### src/rtl/wms_pkg.sv
`timescale 1ns / 1ps

package wms_pkg;

   localparam int WHEELS_DEF = 4;
   localparam int MAX_WHEELS = 4;

   localparam int VEL_W   = 16;
   localparam int GAIN_W  = 16;
   localparam int ROW_W   = 48;
   localparam int SCALE_W = 8;
   localparam int STEP_W  = 16;
   localparam int LEVEL_W = 32;

   // Velocity times speed scale fits in 25 bits; gain times that in 41 bits;
   // the sum of three such products in 43 bits.
   localparam int SVEL_W = 25;
   localparam int PROD_W = 41;
   localparam int ACC_W  = 43;
   localparam int DIFF_W = LEVEL_W + 1;

   localparam int PC_W      = 4;
   localparam int CSR_IDX_W = 3;
   localparam int CSR_DAT_W = ROW_W;

   localparam logic [CSR_IDX_W-1:0] CSR_GAIN_ROW_0  = 3'd0;
   localparam logic [CSR_IDX_W-1:0] CSR_SPEED_SCALE = 3'd4;
   localparam logic [CSR_IDX_W-1:0] CSR_SLEW_STEP   = 3'd5;

   localparam logic OP_COMMAND = 1'b0;
   localparam logic OP_TICK    = 1'b1;

   localparam logic [SCALE_W-1:0] SPEED_SCALE_RST = 8'd1;
   localparam logic [STEP_W-1:0]  SLEW_STEP_RST   = 16'd100;

   // Axis codes select both the velocity and the matching gain field.
   localparam logic [1:0] VEL_X = 2'd0;
   localparam logic [1:0] VEL_Y = 2'd1;
   localparam logic [1:0] VEL_R = 2'd2;

   // Program entry points.
   localparam logic [PC_W-1:0] UC_CMD  = 4'd0;
   localparam logic [PC_W-1:0] UC_MIX  = 4'd4;
   localparam logic [PC_W-1:0] UC_TICK = 4'd10;

   typedef enum logic {A_RAW, A_SCALED} a_sel_type;
   typedef enum logic {B_SCALE, B_GAIN} b_sel_type;
   typedef enum logic [1:0] {ACC_HOLD, ACC_LOAD, ACC_ADD} acc_op_type;
   typedef enum logic [1:0] {J_NEXT, J_LOOP, J_END, J_OUT} jump_type;

   typedef struct packed {
      a_sel_type        a_sel;
      b_sel_type        b_sel;
      logic [1:0]       mul_idx;
      logic             sv_wr;
      logic [1:0]       sv_idx;
      acc_op_type       acc_op;
      logic             tgt_wr;
      logic             diff_en;
      logic             lvl_wr;
      jump_type         jump;
      logic [PC_W-1:0]  jmp_addr;
   } ucode_type;

   typedef struct packed {
      ucode_type uc;
      logic      active;
      logic      out_load;
   } seq_ctl_type;

   typedef struct packed {
      logic                     operation;
      logic signed [VEL_W-1:0]  cmd_x;
      logic signed [VEL_W-1:0]  cmd_y;
      logic signed [VEL_W-1:0]  cmd_rot;
      logic                     halt;
   } req_payload_type;

   typedef struct packed {
      logic signed [LEVEL_W-1:0] level_0;
      logic signed [LEVEL_W-1:0] level_1;
      logic signed [LEVEL_W-1:0] level_2;
      logic signed [LEVEL_W-1:0] level_3;
   } rsp_payload_type;

   // Control store. Steps 0 to 9 mix a command, steps 10 to 12 run a tick.
   function automatic ucode_type ucode_rom(input logic [PC_W-1:0] pc);
      ucode_type uc;
      uc.a_sel    = A_RAW;
      uc.b_sel    = B_SCALE;
      uc.mul_idx  = VEL_X;
      uc.sv_wr    = 1'b0;
      uc.sv_idx   = VEL_X;
      uc.acc_op   = ACC_HOLD;
      uc.tgt_wr   = 1'b0;
      uc.diff_en  = 1'b0;
      uc.lvl_wr   = 1'b0;
      uc.jump     = J_NEXT;
      uc.jmp_addr = UC_CMD;
      case (pc)
         4'd0: begin
            uc.mul_idx = VEL_X;
         end
         4'd1: begin
            uc.mul_idx = VEL_Y;
            uc.sv_wr   = 1'b1;
            uc.sv_idx  = VEL_X;
         end
         4'd2: begin
            uc.mul_idx = VEL_R;
            uc.sv_wr   = 1'b1;
            uc.sv_idx  = VEL_Y;
         end
         4'd3: begin
            uc.sv_wr  = 1'b1;
            uc.sv_idx = VEL_R;
         end
         4'd4: begin
            uc.a_sel   = A_SCALED;
            uc.b_sel   = B_GAIN;
            uc.mul_idx = VEL_X;
         end
         4'd5: begin
            uc.a_sel   = A_SCALED;
            uc.b_sel   = B_GAIN;
            uc.mul_idx = VEL_Y;
            uc.acc_op  = ACC_LOAD;
         end
         4'd6: begin
            uc.a_sel   = A_SCALED;
            uc.b_sel   = B_GAIN;
            uc.mul_idx = VEL_R;
            uc.acc_op  = ACC_ADD;
         end
         4'd7: begin
            uc.acc_op = ACC_ADD;
         end
         4'd8: begin
            uc.tgt_wr   = 1'b1;
            uc.jump     = J_LOOP;
            uc.jmp_addr = UC_MIX;
         end
         4'd9: begin
            uc.jump = J_END;
         end
         4'd10: begin
            uc.diff_en = 1'b1;
         end
         4'd11: begin
            uc.lvl_wr   = 1'b1;
            uc.jump     = J_LOOP;
            uc.jmp_addr = UC_TICK;
         end
         4'd12: begin
            uc.jump = J_OUT;
         end
         default: begin
            uc.jump = J_END;
         end
      endcase
      return uc;
   endfunction

endpackage

### src/rtl/wms_chan_if.sv
`timescale 1ns / 1ps

interface wms_req_if import wms_pkg::*; ();
   logic            valid;
   logic            ready;
   req_payload_type payload;

   modport source (output valid, output payload, input ready);
   modport sink   (input valid, input payload, output ready);
endinterface

interface wms_rsp_if import wms_pkg::*; ();
   logic            valid;
   logic            ready;
   rsp_payload_type payload;

   modport source (output valid, output payload, input ready);
   modport sink   (input valid, input payload, output ready);
endinterface

interface wms_csr_if import wms_pkg::*; ();
   logic                 valid;
   logic                 ready;
   logic [CSR_IDX_W-1:0] index;
   logic [CSR_DAT_W-1:0] data;

   modport source (output valid, output index, output data, input ready);
   modport sink   (input valid, input index, input data, output ready);
endinterface

### src/rtl/wms_seq.sv
`timescale 1ns / 1ps

module wms_seq import wms_pkg::*; #(
   parameter int WHEELS = WHEELS_DEF,
   localparam int WIDX_W = (WHEELS > 1) ? $clog2(WHEELS) : 1
) (
   input  logic              clock,
   input  logic              reset,
   input  logic              start,
   input  logic              start_op,
   input  logic              out_free,
   output logic [WIDX_W-1:0] wheel,
   output seq_ctl_type       ctl
);

   logic              busy_ff, busy_in;
   logic [PC_W-1:0]   pc_ff, pc_in;
   logic [WIDX_W-1:0] wheel_ff, wheel_in;
   ucode_type         uc;
   logic              last_wheel;
   logic              out_load;

   assign uc         = ucode_rom(pc_ff);
   assign last_wheel = (wheel_ff == WIDX_W'(WHEELS - 1));

   always_comb begin
      busy_in  = busy_ff;
      pc_in    = pc_ff;
      wheel_in = wheel_ff;
      out_load = 1'b0;
      if (!busy_ff) begin
         if (start) begin
            busy_in  = 1'b1;
            pc_in    = (start_op == OP_TICK) ? UC_TICK : UC_CMD;
            wheel_in = '0;
         end
      end else begin
         case (uc.jump)
            J_NEXT: pc_in = pc_ff + PC_W'(1);
            J_LOOP: begin
               if (last_wheel) begin
                  pc_in = pc_ff + PC_W'(1);
               end else begin
                  wheel_in = wheel_ff + WIDX_W'(1);
                  pc_in    = uc.jmp_addr;
               end
            end
            J_END: busy_in = 1'b0;
            J_OUT: begin
               // Hold here until the result register can take the levels.
               if (out_free) begin
                  out_load = 1'b1;
                  busy_in  = 1'b0;
               end
            end
            default: busy_in = 1'b0;
         endcase
      end
   end

   always_ff @(posedge clock) begin
      if (reset) begin
         busy_ff  <= 1'b0;
         pc_ff    <= UC_CMD;
         wheel_ff <= '0;
      end else begin
         busy_ff  <= busy_in;
         pc_ff    <= pc_in;
         wheel_ff <= wheel_in;
      end
   end

   assign wheel        = wheel_ff;
   assign ctl.uc       = uc;
   assign ctl.active   = busy_ff;
   assign ctl.out_load = out_load;

endmodule

### src/rtl/wheel_mix_slew_limiter_core.sv
`timescale 1ns / 1ps

// Holonomic wheel mixer with a per-tick slew limiter. A command transaction
// (operation 0) scales the x, y and rotation velocities by speed_scale, dots
// them with each wheel's gain row on one shared multiplier and stores the
// saturated 32-bit targets; it returns nothing. A tick transaction
// (operation 1) moves each level toward its target by at most slew_step,
// or clears every level when halt is set, and returns one transaction with
// the four levels, after any wait for the result register to empty. The
// microprogram spends one step per multiply and two steps per wheel on the
// slew update. A new request is taken the cycle after the program ends,
// while an earlier result may still wait in the output register. Wheels at
// WHEELS and above always report zero.
module wheel_mix_slew_limiter_core import wms_pkg::*; #(
   parameter int WHEELS = WHEELS_DEF
) (
   input logic        clock,
   input logic        reset,
   wms_req_if.sink    req_chan,
   wms_rsp_if.source  rsp_chan,
   wms_csr_if.sink    csr_chan
);

   localparam int WIDX_W = (WHEELS > 1) ? $clog2(WHEELS) : 1;
   localparam logic signed [ACC_W-1:0] SAT_HI = ACC_W'(2147483647);
   localparam logic signed [ACC_W-1:0] SAT_LO = -SAT_HI - ACC_W'(1);

   seq_ctl_type       ctl;
   logic [WIDX_W-1:0] wheel;
   logic              req_fire, csr_fire, rsp_fire, out_free;

   // Configuration
   logic [ROW_W-1:0]   gain_row_ff [WHEELS];
   logic [ROW_W-1:0]   gain_row_in [WHEELS];
   logic [SCALE_W-1:0] speed_scale_ff, speed_scale_in;
   logic [STEP_W-1:0]  slew_step_ff, slew_step_in;

   // Captured request
   logic signed [VEL_W-1:0] cmd_x_ff, cmd_y_ff, cmd_rot_ff;
   logic                    halt_ff;

   // Datapath
   logic signed [SVEL_W-1:0]  sv_ff [3];
   logic signed [SVEL_W-1:0]  sv_in [3];
   logic signed [PROD_W-1:0]  prod_ff, prod_in;
   logic signed [ACC_W-1:0]   acc_ff, acc_in;
   logic signed [DIFF_W-1:0]  diff_ff, diff_in;
   logic signed [LEVEL_W-1:0] target_ff [WHEELS];
   logic signed [LEVEL_W-1:0] target_in [WHEELS];
   logic signed [LEVEL_W-1:0] level_ff [WHEELS];
   logic signed [LEVEL_W-1:0] level_in [WHEELS];

   logic signed [VEL_W-1:0]   raw_vel;
   logic signed [SVEL_W-1:0]  a_op;
   logic signed [GAIN_W-1:0]  gain_op, b_op;
   logic [ROW_W-1:0]          gain_row;
   logic signed [LEVEL_W-1:0] sat_val;
   logic signed [DIFF_W-1:0]  step_s;
   logic signed [LEVEL_W-1:0] slewed;

   // Result register
   logic                      rsp_valid_ff, rsp_valid_in;
   logic signed [LEVEL_W-1:0] rsp_level_ff [MAX_WHEELS];
   logic signed [LEVEL_W-1:0] rsp_level_in [MAX_WHEELS];

   assign req_fire       = req_chan.valid && req_chan.ready;
   assign csr_fire       = csr_chan.valid && csr_chan.ready;
   assign rsp_fire       = rsp_valid_ff && rsp_chan.ready;
   assign out_free       = !rsp_valid_ff || rsp_chan.ready;
   assign req_chan.ready = !ctl.active;
   assign csr_chan.ready = 1'b1;

   wms_seq #(.WHEELS(WHEELS)) u_seq (
      .clock    (clock),
      .reset    (reset),
      .start    (req_fire),
      .start_op (req_chan.payload.operation),
      .out_free (out_free),
      .wheel    (wheel),
      .ctl      (ctl)
   );

   // Configuration writes; gain rows of absent wheels are not kept.
   always_comb begin
      gain_row_in    = gain_row_ff;
      speed_scale_in = speed_scale_ff;
      slew_step_in   = slew_step_ff;
      if (csr_fire) begin
         if (csr_chan.index < CSR_IDX_W'(WHEELS)) begin
            gain_row_in[csr_chan.index[WIDX_W-1:0]] = csr_chan.data;
         end else if (csr_chan.index == CSR_SPEED_SCALE) begin
            speed_scale_in = csr_chan.data[SCALE_W-1:0];
         end else if (csr_chan.index == CSR_SLEW_STEP) begin
            slew_step_in = csr_chan.data[STEP_W-1:0];
         end
      end
   end

   always_ff @(posedge clock) begin
      if (reset) begin
         for (int i = 0; i < WHEELS; i++) begin
            gain_row_ff[i] <= '0;
         end
         speed_scale_ff <= SPEED_SCALE_RST;
         slew_step_ff   <= SLEW_STEP_RST;
      end else begin
         gain_row_ff    <= gain_row_in;
         speed_scale_ff <= speed_scale_in;
         slew_step_ff   <= slew_step_in;
      end
   end

   always_ff @(posedge clock) begin
      if (req_fire) begin
         cmd_x_ff   <= req_chan.payload.cmd_x;
         cmd_y_ff   <= req_chan.payload.cmd_y;
         cmd_rot_ff <= req_chan.payload.cmd_rot;
         halt_ff    <= req_chan.payload.halt;
      end
   end

   // Shared multiplier operands
   assign gain_row = gain_row_ff[wheel];

   always_comb begin
      case (ctl.uc.mul_idx)
         VEL_X: begin
            raw_vel = cmd_x_ff;
            gain_op = gain_row[GAIN_W-1:0];
         end
         VEL_Y: begin
            raw_vel = cmd_y_ff;
            gain_op = gain_row[2*GAIN_W-1:GAIN_W];
         end
         default: begin
            raw_vel = cmd_rot_ff;
            gain_op = gain_row[3*GAIN_W-1:2*GAIN_W];
         end
      endcase
      if (ctl.uc.a_sel == A_SCALED) begin
         case (ctl.uc.mul_idx)
            VEL_X:   a_op = sv_ff[0];
            VEL_Y:   a_op = sv_ff[1];
            default: a_op = sv_ff[2];
         endcase
      end else begin
         a_op = SVEL_W'(raw_vel);
      end
      b_op    = (ctl.uc.b_sel == B_GAIN) ? gain_op
                                         : $signed({{(GAIN_W-SCALE_W){1'b0}}, speed_scale_ff});
      prod_in = PROD_W'(a_op) * PROD_W'(b_op);
   end

   always_comb begin
      sv_in = sv_ff;
      if (ctl.active && ctl.uc.sv_wr) begin
         case (ctl.uc.sv_idx)
            VEL_X:   sv_in[0] = prod_ff[SVEL_W-1:0];
            VEL_Y:   sv_in[1] = prod_ff[SVEL_W-1:0];
            default: sv_in[2] = prod_ff[SVEL_W-1:0];
         endcase
      end
      case (ctl.uc.acc_op)
         ACC_LOAD: acc_in = ACC_W'(prod_ff);
         ACC_ADD:  acc_in = acc_ff + ACC_W'(prod_ff);
         default:  acc_in = acc_ff;
      endcase
   end

   always_comb begin
      if (acc_ff > SAT_HI) begin
         sat_val = LEVEL_W'(SAT_HI);
      end else if (acc_ff < SAT_LO) begin
         sat_val = LEVEL_W'(SAT_LO);
      end else begin
         sat_val = acc_ff[LEVEL_W-1:0];
      end
      target_in = target_ff;
      if (ctl.active && ctl.uc.tgt_wr) begin
         target_in[wheel] = sat_val;
      end
   end

   // Slew: the distance is registered first, then the step is chosen.
   assign diff_in = ctl.uc.diff_en ? DIFF_W'(target_ff[wheel]) - DIFF_W'(level_ff[wheel])
                                   : diff_ff;
   assign step_s  = $signed({{(DIFF_W-STEP_W){1'b0}}, slew_step_ff});

   always_comb begin
      if (halt_ff) begin
         slewed = '0;
      end else if (diff_ff > step_s) begin
         slewed = level_ff[wheel] + LEVEL_W'(slew_step_ff);
      end else if (diff_ff < -step_s) begin
         slewed = level_ff[wheel] - LEVEL_W'(slew_step_ff);
      end else begin
         slewed = target_ff[wheel];
      end
      level_in = level_ff;
      if (ctl.active && ctl.uc.lvl_wr) begin
         level_in[wheel] = slewed;
      end
   end

   always_ff @(posedge clock) begin
      prod_ff <= prod_in;
      acc_ff  <= acc_in;
      diff_ff <= diff_in;
      sv_ff   <= sv_in;
   end

   always_ff @(posedge clock) begin
      if (reset) begin
         for (int i = 0; i < WHEELS; i++) begin
            target_ff[i] <= '0;
            level_ff[i]  <= '0;
         end
      end else begin
         target_ff <= target_in;
         level_ff  <= level_in;
      end
   end

   // Result register
   always_comb begin
      rsp_valid_in = rsp_valid_ff;
      rsp_level_in = rsp_level_ff;
      if (ctl.out_load) begin
         rsp_valid_in = 1'b1;
         for (int i = 0; i < MAX_WHEELS; i++) begin
            rsp_level_in[i] = (i < WHEELS) ? level_ff[i] : '0;
         end
      end else if (rsp_fire) begin
         rsp_valid_in = 1'b0;
      end
   end

   always_ff @(posedge clock) begin
      if (reset) begin
         rsp_valid_ff <= 1'b0;
      end else begin
         rsp_valid_ff <= rsp_valid_in;
      end
   end

   always_ff @(posedge clock) begin
      rsp_level_ff <= rsp_level_in;
   end

   assign rsp_chan.valid           = rsp_valid_ff;
   assign rsp_chan.payload.level_0 = rsp_level_ff[0];
   assign rsp_chan.payload.level_1 = rsp_level_ff[1];
   assign rsp_chan.payload.level_2 = rsp_level_ff[2];
   assign rsp_chan.payload.level_3 = rsp_level_ff[3];

endmodule
### src/flat_wrapper.sv
// flat-port wrapper written by rule: the top's interface ports become plain ports
module wheel_mix_slew_limiter_core_flat import wms_pkg::*;
#(
   parameter int WHEELS = WHEELS_DEF
)
  (clock, reset, req_chan_valid, req_chan_payload, req_chan_ready, rsp_chan_valid, rsp_chan_payload, rsp_chan_ready, csr_chan_valid, csr_chan_index, csr_chan_data, csr_chan_ready);
  wms_req_if req_chan_i ();
  wms_rsp_if rsp_chan_i ();
  wms_csr_if csr_chan_i ();
  input logic clock;
  input logic reset;
  input wire logic [$bits(req_chan_i.valid)-1:0] req_chan_valid;
  input wire logic [$bits(req_chan_i.payload)-1:0] req_chan_payload;
  output wire logic [$bits(req_chan_i.ready)-1:0] req_chan_ready;
  output wire logic [$bits(rsp_chan_i.valid)-1:0] rsp_chan_valid;
  output wire logic [$bits(rsp_chan_i.payload)-1:0] rsp_chan_payload;
  input wire logic [$bits(rsp_chan_i.ready)-1:0] rsp_chan_ready;
  input wire logic [$bits(csr_chan_i.valid)-1:0] csr_chan_valid;
  input wire logic [$bits(csr_chan_i.index)-1:0] csr_chan_index;
  input wire logic [$bits(csr_chan_i.data)-1:0] csr_chan_data;
  output wire logic [$bits(csr_chan_i.ready)-1:0] csr_chan_ready;
  assign req_chan_i.valid = req_chan_valid;
  assign req_chan_i.payload = req_chan_payload;
  assign req_chan_ready = req_chan_i.ready;
  assign rsp_chan_valid = rsp_chan_i.valid;
  assign rsp_chan_payload = rsp_chan_i.payload;
  assign rsp_chan_i.ready = rsp_chan_ready;
  assign csr_chan_i.valid = csr_chan_valid;
  assign csr_chan_i.index = csr_chan_index;
  assign csr_chan_i.data = csr_chan_data;
  assign csr_chan_ready = csr_chan_i.ready;
  wheel_mix_slew_limiter_core #(.WHEELS(WHEELS)) u_core (.clock(clock), .reset(reset), .req_chan(req_chan_i), .rsp_chan(rsp_chan_i), .csr_chan(csr_chan_i));
endmodule
### config.mk
export PLATFORM = sky130hd
export DESIGN_NAME = wheel_mix_slew_limiter_core_flat
export DESIGN_NICKNAME = d
export VERILOG_FILES = /design/src/rtl/wms_pkg.sv /design/src/rtl/wms_chan_if.sv /design/src/rtl/wms_seq.sv /design/src/rtl/wheel_mix_slew_limiter_core.sv /design/src/flat_wrapper.sv
export SDC_FILE = /design/constraint.sdc
export NUM_CORES = 2
export LEC_CHECK = 0
export BUFFER_PORTS_ARGS = -buffer_cell sky130_fd_sc_hd__buf_2
export CAP_MARGIN = 30
export CORE_ASPECT_RATIO = 0.7
export CORE_MARGIN = 1.5
export CORE_UTILIZATION = 57
export DETAILED_ROUTE_END_ITERATION = 16
export GPL_ROUTABILITY_DRIVEN = 0
export PLACE_DENSITY = 0.74
export RECOVER_POWER = 25
export SLEW_MARGIN = 20
export SYNTH_ARGS = -nofsm -noshare
export SYNTH_HDL_FRONTEND = slang
export SYNTH_SLANG_ARGS = --single-unit
### constraint.sdc
create_clock -name clock -period 7.7 [get_ports clock]
set_input_delay 0.77 -clock clock [delete_from_list [all_inputs] [get_ports clock]]
set_output_delay 0.77 -clock clock [all_outputs]
set_load 0.02 [all_outputs]
==> impl_metrics.csv <==
group,metric,value,unit
hold_path,hp-start,"req_chan_payload[46]",
hold_path,hold_path_class,"primary input to flip-flop",
place,hpwl,132600,um
place,post-place-ws,-0.8069,ns
logic_synthesis,ys_seq_elements,849,
clocking,holdBufCountCts,0,
logic_synthesis,synth.top_cell.area_share,19.12,%
cells_and_area,nNetsFinal,7116,
detailed_routing,dr.pass1.iters,9,
grt,grt_max_degree,229,
clocking,h-tree-depth,3,
cells_and_area,layout.area.seq,20290,um^2
critical_path,required,8.29,ns
sta,tightest_slew,4.636,ns
die,dieWidth,372.8,um
clocking,cts_buffer_depth,3,
logic_synthesis,syn_area_per_cell,9.350,um^2
detailed_routing,drc,0,
grt,grt_pass1_wl,279300,um
status,violations,"capacitance limit, slew limit, setup timing",
critical_path,r2r-start,"u_core.u_seq.pc_ff[0]",
logic_synthesis,synth_area_leader_cell,"dfxtp_1",
detailed_routing,drtAntennaViolNets,0,
critical_path,worstPathArrival,8.61,ns
cells_and_area,drive_above_1_share,20.28,%
sta,drv_slew,366,
cells_and_area,multiInputGateArea,32300,um^2
grt,overflow,0,
detailed_routing,num_vias,48020,
logic_synthesis,syn_area,54550,um^2
die,die-area,97610,um^2
critical_path,crit_path_max_incr_delay,0.59,ns
sta,hold_viol,0,
logic_synthesis,synth-adder-area-share,20.48,%
critical_path,cp-start-kind,"flip-flop",
pwr,ir_drop,174.3,uV
critical_path,worst_path_max_delay_cell,"fa_1",
critical_path,cp-startpoint,"u_core.u_seq.pc_ff[0]",
detailed_routing,wl_per_cell,24.21,um
logic_synthesis,ys_types,92,
sta,slew_headroom,-209.0,%
clocking,cts_tree,"yes",
logic_synthesis,synthCells,5835,
logic_synthesis,yosys_warnings,0,
clocking,clkTransAtPathRegs,0.09,ns
sta,finalSetupTns,-1.380,ns
flow_run,max_cap_viol_count,4,
critical_path,critPathKind,"flip-flop to flip-flop",
die,io_pins,237,
logic_synthesis,yosys-top-cells-area,"dfxtp_1 19%, edfxtp_1 18%, fa_1 14%",
logic_synthesis,synth_top_family_by_area,"adder cells",
logic_synthesis,synth_edf_count,328,
detailed_routing,drt-total-wl,185900,um
logic_synthesis,synth_most_common_cell,"nand2_1",
logic_synthesis,seq_area_frac_synth,37.17,%
clocking,clock_sink_count,849,
detailed_routing,drt_iter0_markers,6613,
die,die_h,261.8,um
grt,grt.total_usage,37.27,%
sta,fmax,0.1247,GHz
logic_synthesis,synth-main-ff-cell,"dfxtp_1",
place,io_buffers,235,
die,core-area,94440,um^2
logic_synthesis,synth_common_cells,"1054 x nand2_1, 564 x a21oi_1, 556 x inv_1",
sta,fin_skew,0.05097,ns
grt,antenna_found_initial,5,
sta,period_needed,8.019,ns
critical_path,endpoint_kind,"flip-flop",
logic_synthesis,ys_async_sr_fraction,0,%
clocking,cts_buffers,84,
critical_path,crit_fanout,11,
detailed_routing,vias_per_cell,6.255,
pwr,total_leakage_power,27.15,nW
logic_synthesis,synthMuxAreaShare,4.319,%
clocking,clkLatencyLatePin,0.74,ns
die,start_util,57.76,%
sta,period_share,104.1,%
cells_and_area,syn_to_final_growth,20.74,%
logic_synthesis,synthSimpleGateAreaFrac,14.91,%
logic_synthesis,synth-compound-area-share,14.69,%
status,outcome,"complete, but fails checks",
cells_and_area,n_fill_cell,6822,
logic_synthesis,synth_xor_area_share,2.167,%
pwr,power_density,203.2,nW/um^2
clocking,root_buffer,"clkbuf_16",
logic_synthesis,syn_nets,6598,
die,rows,94,
grt,grt_pass1_vias,46680,
sta,setup_viol,8,
critical_path,crit_top_cell,"fa_1",
sta,final.setup.worst_slack,-0.3194,ns
sta,rsz0062_at_grt,"true",
-- cells by family after synthesis --
family          after synthesis
fa+ha+maj                   657
flops                       849
simple gates               1899
buf+inv                     893
mux                         129
compound gates             1272
xor+xnor                    135
other cells                   1
-- path summary, 6_finish.rpt --
kind	slack, ns	endpoint	cells after the start
worst max-delay path	-0.32	u_core.prod_ff[40]	34
worst min register to register	0.45	u_core.gain_row_ff[131]	2
worst max register to register	-0.32	u_core.prod_ff[40]	34
worst min-delay path	0.20	u_core.cmd_x_ff[13]	1
-- state kept, by name, indices dropped and copies added, names as in the netlist, 33 cells and up --
register,count
u_core.target_ff,128
u_core.sv_ff,75
u_core.level_ff,128
u_core.diff_ff,33
u_core.rsp_chan.payload,128
u_core.acc_ff,43
u_core.gain_row_ff,192
u_core.prod_ff,41
-- final cells by class --
class / instances / area share (%)
multi-input combinational: 4093 / 49.04
sequential: 849 / 30.81
timing repair buffer: 766 / 9.935
clock buffer: 118 / 3.717
inverter: 559 / 3.189
tap: 1248 / 2.371
clock inverter: 40 / 0.9194
antenna: 4 / 0.01520
-- critical path: cells and delay by family (launching register included) --
family	cells	cell delay, ns
buffers and inverters	10	1.31
and+or+nand+nor	7	1.24
DFF	1	0.36
adders and majority gates	8	3.52
AOI/OAI and AO/OA	8	1.31
xor gates and xnor gates	1	0.12
-- layout by cell type (no fill, tap or decap), types with 43 or more instances in the layout --
cell type	netlist	final
nor2_1	374	355
buf_2	29	230
a21oi_1	564	538
o21a_1	61	61
nor2b_1	48	44
buf_12	0	80
dfxtp_1	521	516
nor3_1	60	58
xnor2_1	102	100
a21o_1	81	79
nand2_1	1054	1040
fa_1	393	374
nand3_1	125	119
buf_4	1	402
edfxtp_1	328	328
ha_1	264	241
o21ai_0	146	127
clkbuf_16	0	91
and2_1	48	45
mux4_2	82	82
inv_1	556	534
nand2b_1	48	43
-- metrics by stage --
step | hold slack (ns) | power, mW | cell area, um^2 | std cells | utilization (%)
after floorplan | 0.4196 | 7.179 | 54780 | 5835 | -
after global placement | 0.4317 | 8.364 | 59950 | 7383 | 63.47
after detailed placement | 0.4373 | 8.437 | 60080 | 7389 | 63.62
after CTS | 0.1847 | 13.13 | 65050 | 7642 | 68.88
after global routing | 0.2062 | 13.87 | 65860 | 7674 | 69.73
final | 0.2025 | 13.39 | 65870 | 7677 | 69.74
-- power breakdown --
part	switching, mW	total, mW	internal [mW]	leakage, nW
Sequential	0.216	5.14	4.92	7.35
Combinational	2.08	3.70	1.63	18.3
Clock	1.97	4.54	2.57	1.47
Total	4.27	13.4	9.12	27.2
-- layer usage --
layer / part of all wire (%) / vias up / global-route usage (%)
met4: 3.9 / 4 / 11.74
met5: 0.061 / - / 0.7075
met1: 40 / 23380 / 52.57
li1: - / 20920 / -
met3: 15 / 510 / 15.04
met2: 41 / 3204 / 52.21
-- repair_timing --
item                                    in CTS  in global routing
buffers inserted                            90                 24
cloned                                       6                  3
pin swaps                                   96                 62
endpoints found under the setup margin      18                 17
gates resized for setup                    206                 92
Note: power is estimated with default switching activity, not from simulation.
